`config.mk`:
```
export PLATFORM = sky130hd
export DESIGN_NAME = line_point_generator
export DESIGN_NICKNAME = d
export VERILOG_FILES = /design/src/sv/lpg_pkg.sv /design/src/sv/lpg_step_unit.sv /design/src/sv/lpg_cfg_regs.sv /design/src/sv/line_point_generator.sv
export SDC_FILE = /design/constraint.sdc
export NUM_CORES = 1
export LEC_CHECK = 0
export BUFFER_PORTS_ARGS = -buffer_cell sky130_fd_sc_hd__buf_2
export CAP_MARGIN = 30
export CORE_ASPECT_RATIO = 0.7
export CORE_MARGIN = 3
export CORE_UTILIZATION = 40
export DETAILED_ROUTE_END_ITERATION = 8
export PLACE_DENSITY_LB_ADDON = 0.05
export SLEW_MARGIN = 20
export SYNTH_ARGS = -nofsm -noshare
export SYNTH_HDL_FRONTEND = slang
export SYNTH_HIERARCHICAL = 1
export SYNTH_SLANG_ARGS = --single-unit
```
`constraint.sdc`:
```
create_clock -name i_clk -period 15.3 [get_ports i_clk]
set_input_delay 0.765 -clock i_clk [delete_from_list [all_inputs] [get_ports i_clk]]
set_output_delay 0.765 -clock i_clk [all_outputs]
set_load 0.02 [all_outputs]
```
`src/sv/lpg_pkg.sv`:
```
// ----------------------------------------------------------------------------
// lpg_pkg - shared types and constants of the line point generator
// Register indexes of the configuration port and the record types that
// travel between the scan sequencer and the error step unit.
// ----------------------------------------------------------------------------
`default_nettype none

package lpg_pkg;

    // configuration register indexes
    localparam int unsigned CFG_IDX_W = 2;
    localparam logic [CFG_IDX_W-1:0] CFG_MAP_WIDTH  = 2'd0;
    localparam logic [CFG_IDX_W-1:0] CFG_MAP_HEIGHT = 2'd1;

    // field widths
    localparam int unsigned COORD_W = 6;
    localparam int unsigned TILE_W  = 16;
    localparam int unsigned MAP_W   = 7;

    // error step: remainder in [0, 2D), step of 2*delta with |delta| <= D
    typedef struct packed {
        logic [6:0]        rem;     // current remainder
        logic signed [7:0] delta2;  // signed step, twice the minor increment
        logic [6:0]        two_d;   // modulus 2*|d_major|
    } t_step_in;

    typedef struct packed {
        logic [6:0] rem;            // remainder after the step
        logic       q_inc;          // quotient goes up by one
        logic       q_dec;          // quotient goes down by one
    } t_step_out;

endpackage : lpg_pkg

`default_nettype wire

```
`src/sv/lpg_step_unit.sv`:
```
// ----------------------------------------------------------------------------
// lpg_step_unit - error step of the rounded minor coordinate
// An add, two compares and one correction: moves the remainder by the step and wraps it
// back into [0, 2D), reporting the carry into the quotient.
// ----------------------------------------------------------------------------
`default_nettype none

module lpg_step_unit (
    input  wire lpg_pkg::t_step_in  i_step,
    output lpg_pkg::t_step_out      o_step
);
    import lpg_pkg::*;

    logic signed [8:0] sum;
    logic signed [8:0] two_d_s;
    logic signed [8:0] wrapped;

    // raw sum and single correction
    always_comb begin
        sum     = $signed({2'b00, i_step.rem}) + 9'(i_step.delta2);
        two_d_s = $signed({2'b00, i_step.two_d});
        o_step.q_inc = 1'b0;
        o_step.q_dec = 1'b0;
        if (sum >= two_d_s) begin
            wrapped      = sum - two_d_s;
            o_step.q_inc = 1'b1;
        end else if (sum < 9'sd0) begin
            wrapped      = sum + two_d_s;
            o_step.q_dec = 1'b1;
        end else begin
            wrapped = sum;
        end
        o_step.rem = wrapped[6:0];
    end

endmodule : lpg_step_unit

`default_nettype wire

```
`src/sv/lpg_cfg_regs.sv`:
```
// ----------------------------------------------------------------------------
// lpg_cfg_regs - map size registers
// Holds map width and height; writes to unknown indexes are ignored.
// ----------------------------------------------------------------------------
`default_nettype none

module lpg_cfg_regs (
    input  wire logic                          i_clk,
    input  wire logic                          i_rst_n,
    input  wire logic                          i_cfg_valid,
    input  wire logic [lpg_pkg::CFG_IDX_W-1:0] i_cfg_index,
    input  wire logic [lpg_pkg::MAP_W-1:0]     i_cfg_data,
    output logic                               o_cfg_ready,
    output logic [lpg_pkg::MAP_W-1:0]          o_map_width,
    output logic [lpg_pkg::MAP_W-1:0]          o_map_height
);
    import lpg_pkg::*;

    logic [MAP_W-1:0] r_map_width;
    logic [MAP_W-1:0] r_map_height;

    // always able to take a write
    assign o_cfg_ready  = 1'b1;
    assign o_map_width  = r_map_width;
    assign o_map_height = r_map_height;

    always_ff @(posedge i_clk) begin
        if (!i_rst_n) begin
            r_map_width  <= 7'd64;
            r_map_height <= 7'd64;
        end else if (i_cfg_valid) begin
            case (i_cfg_index)
                CFG_MAP_WIDTH:  r_map_width  <= i_cfg_data;
                CFG_MAP_HEIGHT: r_map_height <= i_cfg_data;
                default: ;
            endcase
        end
    end

endmodule : lpg_cfg_regs

`default_nettype wire

```
`src/sv/line_point_generator.sv`:
```
// ----------------------------------------------------------------------------
// line_point_generator - raster points of a straight line
// Scans the major axis from the larger to the smaller endpoint and steps the
// rounded minor coordinate with an add/compare error unit, one major-axis position a cycle.
//
//   channel   handshake                 payload
//   request   i_start, o_busy           i_first_x/y, i_second_x/y, i_tile_code
//   point     o_point_valid (strobe)    o_point_x/y, o_tile_out, o_final_point
//   config    i_cfg_valid, o_cfg_ready  i_cfg_index, i_cfg_data
//
// A request is latched, set up (deltas, direction), scanned over each major-axis
// position (1..64) and flushed. Each point is held back in a pending register
// so that the last one can carry final_point.
// Reset is synchronous, active low, and needs no clearing pass.
// Points are strobed for one cycle; the receiver cannot stall them.
// ----------------------------------------------------------------------------
`default_nettype none

module line_point_generator #(
    parameter int unsigned MAP_SIDE = 64
) (
    input  wire logic                          i_clk,
    input  wire logic                          i_rst_n,
    input  wire logic                          i_start,
    output logic                               o_busy,
    input  wire logic [lpg_pkg::COORD_W-1:0]   i_first_x,
    input  wire logic [lpg_pkg::COORD_W-1:0]   i_first_y,
    input  wire logic [lpg_pkg::COORD_W-1:0]   i_second_x,
    input  wire logic [lpg_pkg::COORD_W-1:0]   i_second_y,
    input  wire logic [lpg_pkg::TILE_W-1:0]    i_tile_code,
    output logic                               o_point_valid,
    output logic [lpg_pkg::COORD_W-1:0]        o_point_x,
    output logic [lpg_pkg::COORD_W-1:0]        o_point_y,
    output logic [lpg_pkg::TILE_W-1:0]         o_tile_out,
    output logic                               o_final_point,
    input  wire logic                          i_cfg_valid,
    output logic                               o_cfg_ready,
    input  wire logic [lpg_pkg::CFG_IDX_W-1:0] i_cfg_index,
    input  wire logic [lpg_pkg::MAP_W-1:0]     i_cfg_data
);
    import lpg_pkg::*;

    localparam logic [COORD_W-1:0] SIDE_MAX = COORD_W'(MAP_SIDE - 1);

    typedef enum logic [1:0] {
        S_IDLE,
        S_SETUP,
        S_SCAN,
        S_FLUSH
    } t_state;

    t_state r_state;

    // latched request
    logic [COORD_W-1:0] r_x1, r_y1, r_x2, r_y2;
    logic [TILE_W-1:0]  r_tile;

    // scan state
    logic               r_x_major;
    logic               r_vert;
    logic               r_m_neg;
    logic [COORD_W-1:0] r_major;
    logic [COORD_W-1:0] r_lo;
    logic [COORD_W-1:0] r_minor0;
    logic signed [6:0]  r_q;
    logic [6:0]         r_rem;
    logic signed [7:0]  r_delta2;
    logic [6:0]         r_two_d;

    // held-back point
    logic               r_pend_v;
    logic [COORD_W-1:0] r_pend_x, r_pend_y;

    logic [MAP_W-1:0] map_width, map_height;

    t_step_in  step_in;
    t_step_out step_out;

    // configuration registers
    lpg_cfg_regs u_cfg (
        .i_clk        (i_clk),
        .i_rst_n      (i_rst_n),
        .i_cfg_valid  (i_cfg_valid),
        .i_cfg_index  (i_cfg_index),
        .i_cfg_data   (i_cfg_data),
        .o_cfg_ready  (o_cfg_ready),
        .o_map_width  (map_width),
        .o_map_height (map_height)
    );

    // error step unit, reused on every scan cycle
    assign step_in.rem    = r_rem;
    assign step_in.delta2 = r_delta2;
    assign step_in.two_d  = r_two_d;

    lpg_step_unit u_step (
        .i_step (step_in),
        .o_step (step_out)
    );

    assign o_busy = (r_state != S_IDLE);

    // endpoint saturation to the map side
    function automatic logic [COORD_W-1:0] clamp_side(input logic [COORD_W-1:0] v,
                                                      input logic [COORD_W-1:0] vmax);
        clamp_side = (v > vmax) ? vmax : v;
    endfunction

    // setup: deltas, major axis and initial error terms
    logic signed [6:0] dx, dy, d_major, d_minor, n_adx, n_ady;
    logic              n_x_major;
    logic [6:0]        n_d;
    logic signed [7:0] two_minor, n_delta2;
    always_comb begin
        dx        = $signed({1'b0, r_x2}) - $signed({1'b0, r_x1});
        dy        = $signed({1'b0, r_y2}) - $signed({1'b0, r_y1});
        n_adx     = dx[6] ? -dx : dx;
        n_ady     = dy[6] ? -dy : dy;
        n_x_major = (dx != 7'sd0) && (n_adx >= n_ady);
        d_major   = n_x_major ? dx : dy;
        d_minor   = n_x_major ? dy : dx;
        n_d       = d_major[6] ? 7'(-d_major) : 7'(d_major);
        // step is twice the minor delta, sign set by the scan direction
        two_minor = $signed({d_minor, 1'b0});
        n_delta2  = d_major[6] ? two_minor : (8'sd0 - two_minor);
    end

    // candidate point of the current scan position
    logic signed [7:0]  minor_s;
    logic [COORD_W-1:0] n_minor, cand_x, cand_y;
    logic               cand_ok;
    always_comb begin
        minor_s = $signed({2'b00, r_minor0}) + 8'(r_q)
                  - ((r_m_neg && (r_rem == 7'd0)) ? 8'sd1 : 8'sd0);
        n_minor = minor_s[COORD_W-1:0];
        cand_x  = r_x_major ? r_major : n_minor;
        cand_y  = r_x_major ? n_minor : r_major;
        cand_ok = ({1'b0, cand_x} < map_width) && ({1'b0, cand_y} < map_height);
    end

    // sequencer and registered outputs
    always_ff @(posedge i_clk) begin
        if (!i_rst_n) begin
            r_state       <= S_IDLE;
            r_pend_v      <= 1'b0;
            o_point_valid <= 1'b0;
        end else begin
            o_point_valid <= 1'b0;
            case (r_state)
                S_IDLE: begin
                    if (i_start) begin
                        r_x1    <= clamp_side(i_first_x, SIDE_MAX);
                        r_y1    <= clamp_side(i_first_y, SIDE_MAX);
                        r_x2    <= clamp_side(i_second_x, SIDE_MAX);
                        r_y2    <= clamp_side(i_second_y, SIDE_MAX);
                        r_tile  <= i_tile_code;
                        r_state <= S_SETUP;
                    end
                end
                S_SETUP: begin
                    r_x_major <= n_x_major;
                    r_vert    <= (dx == 7'sd0);
                    r_m_neg   <= d_minor[6];
                    r_minor0  <= n_x_major ? r_y1 : r_x1;
                    if (n_x_major) begin
                        r_major <= (r_x1 > r_x2) ? r_x1 : r_x2;
                        r_lo    <= (r_x1 > r_x2) ? r_x2 : r_x1;
                    end else begin
                        r_major <= (r_y1 > r_y2) ? r_y1 : r_y2;
                        r_lo    <= (r_y1 > r_y2) ? r_y2 : r_y1;
                    end
                    // scan from the second endpoint when it is the larger one
                    r_q      <= d_major[6] ? 7'sd0 : d_minor;
                    r_rem    <= n_d;
                    r_two_d  <= 7'(n_d << 1);
                    r_delta2 <= n_delta2;
                    r_pend_v <= 1'b0;
                    r_state  <= S_SCAN;
                end
                S_SCAN: begin
                    if (cand_ok) begin
                        if (r_pend_v) begin
                            o_point_valid <= 1'b1;
                            o_point_x     <= r_pend_x;
                            o_point_y     <= r_pend_y;
                            o_tile_out    <= r_tile;
                            o_final_point <= 1'b0;
                        end
                        r_pend_v <= 1'b1;
                        r_pend_x <= cand_x;
                        r_pend_y <= cand_y;
                    end
                    if (!r_vert) begin
                        r_rem <= step_out.rem;
                        if (step_out.q_inc) begin
                            r_q <= r_q + 7'sd1;
                        end else if (step_out.q_dec) begin
                            r_q <= r_q - 7'sd1;
                        end
                    end
                    r_major <= r_major - 6'd1;
                    if (r_major == r_lo) begin
                        r_state <= S_FLUSH;
                    end
                end
                S_FLUSH: begin
                    if (r_pend_v) begin
                        o_point_valid <= 1'b1;
                        o_point_x     <= r_pend_x;
                        o_point_y     <= r_pend_y;
                        o_tile_out    <= r_tile;
                        o_final_point <= 1'b1;
                    end
                    r_pend_v <= 1'b0;
                    r_state  <= S_IDLE;
                end
                default: r_state <= S_IDLE;
            endcase
        end
    end

endmodule : line_point_generator

`default_nettype wire

```
==> results.toml, run 1 <==
[detailed_routing]
first_pass_iters = 6
wl_per_cell_um = 17.4
first_iter_violations = 377
drc = 0
viasPerCell = 5.23
ant_nets = 0
vias = 6202
wl_mm = 20.6

[sta]
clock_skew_ns = 0.00606
grt_setup_unrepaired = "no"
finalHoldViolCount = 0
slew_headroom = 0.444
layout_min_cycle_time_ns = 5.80
max_slew.worst_pin.slew_ns = 0.835
min_period_over_period = 0.379
slew_viol_final = 0
tns_ns = 0
fmax_mhz = 172
finalSetupViolations = 0

[cells_and_area]
antenna_cells = 0
seq_area_um2 = 4200
multi_input_area_um2 = 4290
area_growth_pct = 13.4
drive_gt1_frac = 0.200
final_net_count = 1023
fillers = 2013

[clock_tree]
cts_root_buffer = "clkbuf_16"
cts_tree = "built"
clkSlewWorstSetupHoldPaths_ns = 0.07
cts_hold_buf = 0
cts_setup_buffers = 0
cts_max_level = 4
cts_made_buffers = 17
clk_latency_ns = 0.42
ctsResizeCount = 0
clock_sinks = 146
cts_max_path_buffers = 2

[die]
chipWidth_um = 185
rows = 45
num_io_pins = 85
initial_utilization = 0.411
core_region_area_um2 = 21900
fp.dieH_um = 132
die_area_um2 = 24400

[global_routing]
grt_overflow_total = 0
antenna_found_initial = 0
grt_pass1_wl_mm = 33.6
grt_use_total = 0.175
grt_start_max_net_pins = 47
first_global_vias = 6140

[hold_path]
hold_path.startpoint = "r_pend_y[4]"
holdPathEnd = "o_point_y[4]"
hp-class = "register to register"
hold_path_depth = 0

[synth]
synth_cell_types = 82
seq_area_frac_synth = 0.467
yosysWarnings = 6
syn_area_per_cell_um2 = 10.9
syn_area_um2 = 9010
synth_cells = 823
synth_top_flop_cell = "edfxtp_1"
synth-async-reset-ratio = 0
ys_seq_elements = 146
synth_edf_count = 128

[setup_path]
cp_data_arrival_time_ns = 5.98
cp-start-kind = "register"
cp_top_family = "compound AO/OA/AOI/OAI gates"
max_stage_delay_ns = 0.56
path_cells = "inv_1 > ha_1 > inv_1 > fa_1 > xnor2_1 > nand3_1 > and2_1 > xnor2_1 > ha_1 > a21o_1 > a2111oi_2 > o21ai_1 > and2_1 > o21ai_4 > inv_4 > o21ai_0 > ha_1 > nand3_1 > a211o_1 > o311ai_4 > xnor2_1 > mux2_4"
cp_max_fo = 46
worstSetupPathType = "register to register"
worst-path-buf-inv = 3
worstPathRequired_ns = 15.48
worst_path_max_delay_cell = "xnor2_1"
r2r_end = "r_rem[4]"
rr_worst_depth = 22
reg2reg_from = "r_x2[0]"
reg2reg_setup_slack_ns = 9.50
setup.worst_path.end_class = "register"

[run_status]
status = "complete, no violations"

[placement]
hpwl_mm = 16.1
finalWeightedCongestion = 0.833
port_buffers = 83

[run]
cap_violations = 0
[worst register-to-register path, stage by stage, from the launching register on]
cell,delay (ns)
edfxtp_1,0.38
inv_1,0.09
ha_1,0.16
inv_1,0.05
fa_1,0.41
xnor2_1,0.56
nand3_1,0.26
and2_1,0.26
xnor2_1,0.14
ha_1,0.21
a21o_1,0.17
a2111oi_2,0.38
o21ai_1,0.18
and2_1,0.30
o21ai_4,0.19
inv_4,0.23
o21ai_0,0.38
ha_1,0.27
nand3_1,0.08
a211o_1,0.36
o311ai_4,0.11
xnor2_1,0.12
mux2_4,0.27
[per-layer routing]
layer,part of all wire,global-route usage
met1,0.53,0.274
met2,0.42,0.247
met3,0.048,0.0343
met4,0.011,0.0437
met5,0,0
[cell usage in the layout, fill, tap and decap left out, types with 4 or more instances in the layout]
cell type	count
xor2_1	22
o21ai_0	51
nand2_1	76
ha_1	73
nor3_1	6
dfxtp_1	18
a21oi_2	4
nand3_1	16
and2_1	6
o21bai_1	4
inv_8	5
fa_1	7
conb_1	4
nand2b_1	6
edfxtp_1	128
inv_1	79
mux2_2	22
nor2_1	38
nor2b_1	8
a211oi_1	4
a21oi_1	29
nor4_1	4
o31ai_1	6
a21o_1	19
or2_2	4
o211ai_1	8
xnor2_1	29
inv_6	4
o22ai_1	6
buf_4	6
clkbuf_16	17
buf_2	83
mux2i_1	32
[flip-flops by register name, summed over array words and instances, names as in the netlist, 7 cells and up]
name                flops
o_tile_out             16
u_cfg/o_map_width       7
u_cfg/o_map_height      7
r_rem                   7
r_tile                 16
r_delta2                7
[cell type report]
class | instances | share of cell area
Multi-Input combinational cell | 553 | 0.420
Sequential cell | 146 | 0.411
Timing Repair Buffer | 90 | 0.0470
Clock buffer | 17 | 0.0416
Tap cell | 282 | 0.0345
Inverter | 82 | 0.0316
Clock inverter | 15 | 0.0140
[kinds of logic (layout without fill, tap and decap cells)]
kind of cell | count (synthesis) | in the layout | synth area share
multiplexers | 56 | 56 | 0.0664
AO/OA/AOI/OAI | 174 | 174 | 0.136
buffers and inverters | 126 | 204 | 0.0583
adder cells (fa/ha/maj) | 80 | 80 | 0.117
AND/OR/NAND/NOR | 186 | 186 | 0.0989
XOR/XNOR | 53 | 53 | 0.0557
flip-flops | 146 | 146 | 0.467
other | 2 | 4 | 0.000834
[synthesized netlist by cell type, drive strengths merged (4+ instances only)]
cell type    n  area share
or2          4      0.0028
nor2b        8      0.0056
xor2        22       0.021
dfxtp       18       0.040
o21bai       4      0.0033
buf         12      0.0092
mux2i       32       0.036
nor2        42       0.019
and2         6      0.0042
o31a         4      0.0049
a21oi       33       0.020
mux2        24       0.031
a211oi       6      0.0061
and3         4      0.0033
nor4         4      0.0028
inv         80       0.034
edfxtp     128        0.43
ha          73        0.10
xnor2       31       0.034
a21o        19       0.016
o31ai        6      0.0050
nand3       16      0.0089
clkbuf      32       0.013
fa           7       0.016
o22ai        6      0.0042
o21ai       56       0.033
nand2       76       0.032
o211ai       8      0.0067
nor3         6      0.0033
nand2b       7      0.0057
[stage by stage]
step	hold slack, ns	util	area [µm²]	instances	setup WS, ns
final	0.419	0.467	10200	1185	9.50
after global routing	0.425	0.467	10200	1185	8.87
after CTS	0.421	0.466	10200	1184	9.49
after detailed placement	0.405	0.440	9630	1152	9.51
after global placement	0.400	0.439	9620	1150	9.72
after floorplan	0.400	-	9020	825	10.14
[how the worst max path moves through the flow]
stage / start / cells past startpoint / end
after global routing: r_x2[0] / 23 / r_rem[4]
final: r_x2[0] / 22 / r_rem[4]
after global placement: r_x2[0] / 23 / r_rem[4]
after detailed placement: r_x2[0] / 23 / r_rem[4]
after floorplan: r_rem[1] / 19 / o_point_x[0]
after CTS: r_x2[0] / 23 / r_rem[4]
Power of run 1 is left out: the tool's default activity adds up to more than one toggle a clock period on the data nets, which glitch-free logic cannot reach.
==> run 2, diff against run 1 <==
clock period = 6.01 ns   (was 15.3 ns; I/O delays follow)
==> run 2 against run 1 <==
Via count fell by 1.9%; core utilization rose by 0.50 points; sequential cell count did not move; design area rose by 1.1%; clock skew rose by 0.0078 ns; critical path depth rose by 1; wire length fell by 2.0%; fmax rose by 6.2%; clock-buffer cell count did not move; first-iteration DRC count fell by 20%; sequential share of layout area fell by 0.43 points; register-to-register slack got worse by 9.0 ns.
==> results.toml, run 2 (synthesis gave the netlist of run 1 again) <==
[detailed_routing]
ant_nets = 0
first_pass_iters = 5
vias = 6087
viasPerCell = 5.12
wl_per_cell_um = 17.0
first_iter_violations = 300
wl_mm = 20.2
drc = 0

[cells_and_area]
area_growth_pct = 14.7
multi_input_area_um2 = 4290
final_common_cell = "edfxtp_1"
antenna_cells = 0
fillers = 2006
mostFrequentLayoutCells = "128 x edfxtp_1, 83 x buf_2, 79 x inv_1, 76 x nand2_1, 73 x ha_1"
drive_gt1_frac = 0.205
reg_top3 = "o_tile_out: 16 flops, r_tile: 16 flops"
final_net_count = 1028
seq_area_um2 = 4200

[sta]
clock_skew_ns = 0.0139
tns_ns = 0
finalSetupViolations = 0
slew_headroom = 0.430
slew_viol_final = 0
holdWs_ns = 0.0500
finalHoldViolCount = 0
grt_setup_unrepaired = "no"
layout_min_cycle_time_ns = 5.46
max_slew.worst_pin.slew_ns = 0.855
fmax_mhz = 183
min_period_over_period = 0.909

[setup_path]
cp_max_fo = 10
worstSetupPathType = "register to register"
setup.worst_path.end_class = "register"
path_cells = "inv_1 > ha_1 > inv_1 > fa_1 > a211oi_2 > o21bai_1 > a21o_1 > a21oi_1 > xnor2_1 > ha_1 > a21o_1 > a2111oi_2 > o21ai_1 > and2_1 > o21ai_4 > inv_4 > o21ai_0 > ha_1 > nand3_1 > a211o_1 > o311ai_4 > xnor2_1 > mux2_4"
max_stage_delay_ns = 0.41
path_common_cell = "ha_1"
reg2reg_setup_slack_ns = 0.55
reg2reg_from = "r_x2[0]"
cp-start-kind = "register"
worstPathRequired_ns = 6.18
worst_path_max_delay_cell = "fa_1"
crit_start = "r_x2[0]"
cp_data_arrival_time_ns = 5.63

[global_routing]
grt_start_max_net_pins = 43
grt_overflow_total = 0
first_global_vias = 5962
grt_use_total = 0.170
grt_pass1_wl_mm = 32.5
antenna_found_initial = 0

[clock_tree]
clk_latency_ns = 0.42
clkSlewWorstSetupHoldPaths_ns = 0.07
cts_max_path_buffers = 2
cts_hold_buf = 0
cts_tree = "built"
ctsResizeCount = 0
clock_sinks = 146
cts_root_buffer = "clkbuf_16"
cts_made_buffers = 17
cts_setup_buffers = 0
cts_max_level = 4

[die]
fp.dieH_um = 132
die_area_um2 = 24400
initial_utilization = 0.411
num_io_pins = 85
rows = 45
core_region_area_um2 = 21900
chipWidth_um = 185

[hold_path]
hp-class = "input pin to register"
hold_path.startpoint = "i_tile_code[12]"

[placement]
port_buffers = 83
hpwl_mm = 15.9
finalWeightedCongestion = 0.824

[run_status]
status = "complete, no violations"

[run]
cap_violations = 0
run 2: worst max-delay path, delay by kind of cell, from the launching register on:
family | cells | cell delay (ns)
compound gates | 11 | 2.54
fa+ha+maj | 4 | 1.15
flops | 1 | 0.39
simple gates | 2 | 0.39
mux | 1 | 0.27
xor+xnor | 2 | 0.23
buf+inv | 3 | 0.22
run 2: cell type report:
class                           count  share of cell area
Multi-Input combinational cell    553               0.416
Clock buffer                       17              0.0412
Tap cell                          282              0.0342
Sequential cell                   146               0.407
Timing Repair Buffer               95              0.0501
Inverter                           82              0.0313
Clock inverter                     15              0.0207
run 2: metal layers:
metal  track usage  vias up  share of wire
met1         0.268     2865           0.54
met4        0.0367        0         0.0090
met5             0        -              0
met3        0.0321       19          0.041
met2         0.242      135           0.41
li1              -     3068              -
run 2: worst paths after layout:
kind         cells past startpoint           end
max                             23      r_rem[4]
min                              1    r_tile[12]
max reg2reg                     23      r_rem[4]
min reg2reg                      0  o_point_x[5]
run 2: stage by stage:
stage | setup slack [ns] | cells | instance area, µm² | utilization
3_5_place_dp | 0.580 | 1157 | 9670 | 0.442
6_report | 0.548 | 1190 | 10300 | 0.472
4_1_cts | 0.553 | 1189 | 10300 | 0.471
5_1_grt | 0.151 | 1190 | 10300 | 0.472
3_3_place_gp | 0.774 | 1155 | 9660 | 0.441
2_1_floorplan | 0.845 | 825 | 9020 | -
Power of run 2 is left out for the same reason.
==> run 3, diff against run 2 <==
SYNTH_HIERARCHICAL = unset   (was 1)
==> run 3 against run 2 <==
Critical path type unchanged; non-clock buffer count stayed put; sequential cell count stayed put; wire length is 1.2% higher.
==> results.toml, run 3 <==
[run_status]
status = "complete, no violations"

[setup_path]
worstPathRequired_ns = 6.17
cp_data_arrival_time_ns = 5.32
path_cells = "ha_1 > fa_1 > nand2b_1 > a21oi_1 > xor2_1 > nor3_1 > nor2_1 > xnor2_1 > ha_1 > o21ai_0 > nand3_1 > o21ai_0 > nor2_1 > o21ai_2 > o21ai_0 > ha_1 > o21ai_0 > o21ai_0 > xnor2_1"
max_stage_delay_ns = 0.54
cp-start-kind = "register"
setup.worst_path.end_class = "register"
path_common_cell = "o21ai_0"
cp_max_fo = 7
worst_path_max_delay_cell = "o21ai_0"
worstSetupPathType = "register to register"

[die]
initial_utilization = 0.413
core_region_area_um2 = 21100
num_io_pins = 85
fp.dieH_um = 130
chipWidth_um = 182
rows = 44
die_area_um2 = 23600

[clock_tree]
cts_setup_buffers = 0
cts_max_level = 4
clock_sinks = 146
cts_max_path_buffers = 2
cts_made_buffers = 17
cts_hold_buf = 0
cts_tree = "built"
cts_root_buffer = "clkbuf_16"
clkSlewWorstSetupHoldPaths_ns = 0.07
ctsResizeCount = 0
clk_latency_ns = 0.43

[sta]
finalSetupViolations = 0
finalHoldViolCount = 0
grt_setup_unrepaired = "no"
slew_viol_final = 0
slew_headroom = 0.429
tns_ns = 0
fmax_mhz = 194
min_period_over_period = 0.859
layout_min_cycle_time_ns = 5.17
clock_skew_ns = 0.0129
max_slew.worst_pin.slew_ns = 0.854

[placement]
hpwl_mm = 16.0
port_buffers = 83
finalWeightedCongestion = 0.898
dp_cells = 1147
place_area_um2 = 9380

[detailed_routing]
viasPerCell = 5.18
wl_per_cell_um = 17.4
drc = 0
vias = 6107
ant_nets = 0
wl_mm = 20.5
first_pass_iters = 5
first_iter_violations = 511

[global_routing]
antenna_found_initial = 0
grt_start_max_net_pins = 44
first_global_vias = 5795
grt_overflow_total = 0
grt_use_total = 0.175
grt_pass1_wl_mm = 32.0

[synth]
synth_area_leaders = "edfxtp_1 44%, ha_1 10%, dfxtp_1 4.1%"
yosysMostFrequentCell = "edfxtp_1"
seq_area_frac_synth = 0.482
synth.top_cell.area_share = 0.441
synth-async-reset-ratio = 0
synth_fp_nets = 955
synth_cells = 824
synth_cell_types = 70
syn_area_per_cell_um2 = 10.6
synth_edf_count = 128
synth_commonest_cells = "128 x edfxtp_1, 90 x inv_1, 72 x nor2_1"
ys_seq_elements = 146
syn_area_um2 = 8720
synth_top_area_cell = "edfxtp_1"
yosysWarnings = 0
synth_top_flop_cell = "edfxtp_1"

[cells_and_area]
final_common_cell = "edfxtp_1"
fin_util = 0.473
drive_gt1_frac = 0.178
reg_top3 = "o_tile_out: 16 flops, r_tile: 16 flops"
area_growth_pct = 14.4
seq_area_um2 = 4200
fillers = 1988
multi_input_area_um2 = 3990
final_net_count = 1022
layout.cells.non_filler = 1180
fin_area_um2 = 9970
mostFrequentLayoutCells = "128 x edfxtp_1, 90 x inv_1, 83 x buf_2, 72 x nor2_1, 71 x ha_1"
antenna_cells = 0

[hold_path]
hp-class = "input pin to register"

[run]
cap_violations = 0
[run 3: worst max-delay path: cells and delay by family, from the launching register on]
family	cells	cell delay (ns)
AOI/OAI and AO/OA	7	1.56
adders and majority gates	4	1.28
and+or+nand+nor	5	0.88
xor gates and xnor gates	3	0.73
DFF	1	0.44
[run 3: routing by layer]
metal | wire [µm] | share of wire | track usage
met1 | 10700 | 0.52 | 0.274
met2 | 8560 | 0.42 | 0.247
met3 | 1150 | 0.056 | 0.0345
met4 | 120 | 0.0059 | 0.0398
met5 | 0 | 0 | 0
[run 3: metrics by stage]
stage	worst slack, ns	hold slack (ns)
detailed placement	0.929	0.405
floorplan	1.01	0.362
global placement	1.14	0.400
finish	0.845	0.0426
CTS	0.905	0.0208
global route	0.373	0.0299
[run 3: cell families (layout without fill, tap and decap cells)]
logic type / after synthesis / in the layout / share of synthesized area
buffers and inverters: 137 / 217 / 0.0610
xor gates and xnor gates: 49 / 49 / 0.0510
AOI/OAI and AO/OA: 184 / 184 / 0.137
and+or+nand+nor: 186 / 186 / 0.0978
muxes: 43 / 43 / 0.0525
DFF: 146 / 146 / 0.482
other: 1 / 1 / 0.000430
adders and majority gates: 78 / 78 / 0.118
[run 3: worst paths after layout]
path                       from            to  slack (ns)  cells past startpoint
setup / recovery        r_y1[0]   r_delta2[7]        0.84                     19
hold reg to reg     r_pend_y[3]  o_point_y[3]        0.41                      0
hold / removal    i_second_x[4]       r_x2[4]        0.04                      1
setup reg to reg        r_y1[0]   r_delta2[7]        0.84                     19
[run 3: final cells by class]
type	instances	area share
clock inverters	14	0.0143
flip-flops and latches	146	0.422
clock buffers	18	0.0430
multi-input cells	541	0.400
well taps	276	0.0346
inverters	90	0.0339
repair buffers	95	0.0531
Power of run 3 is left out for the same reason.
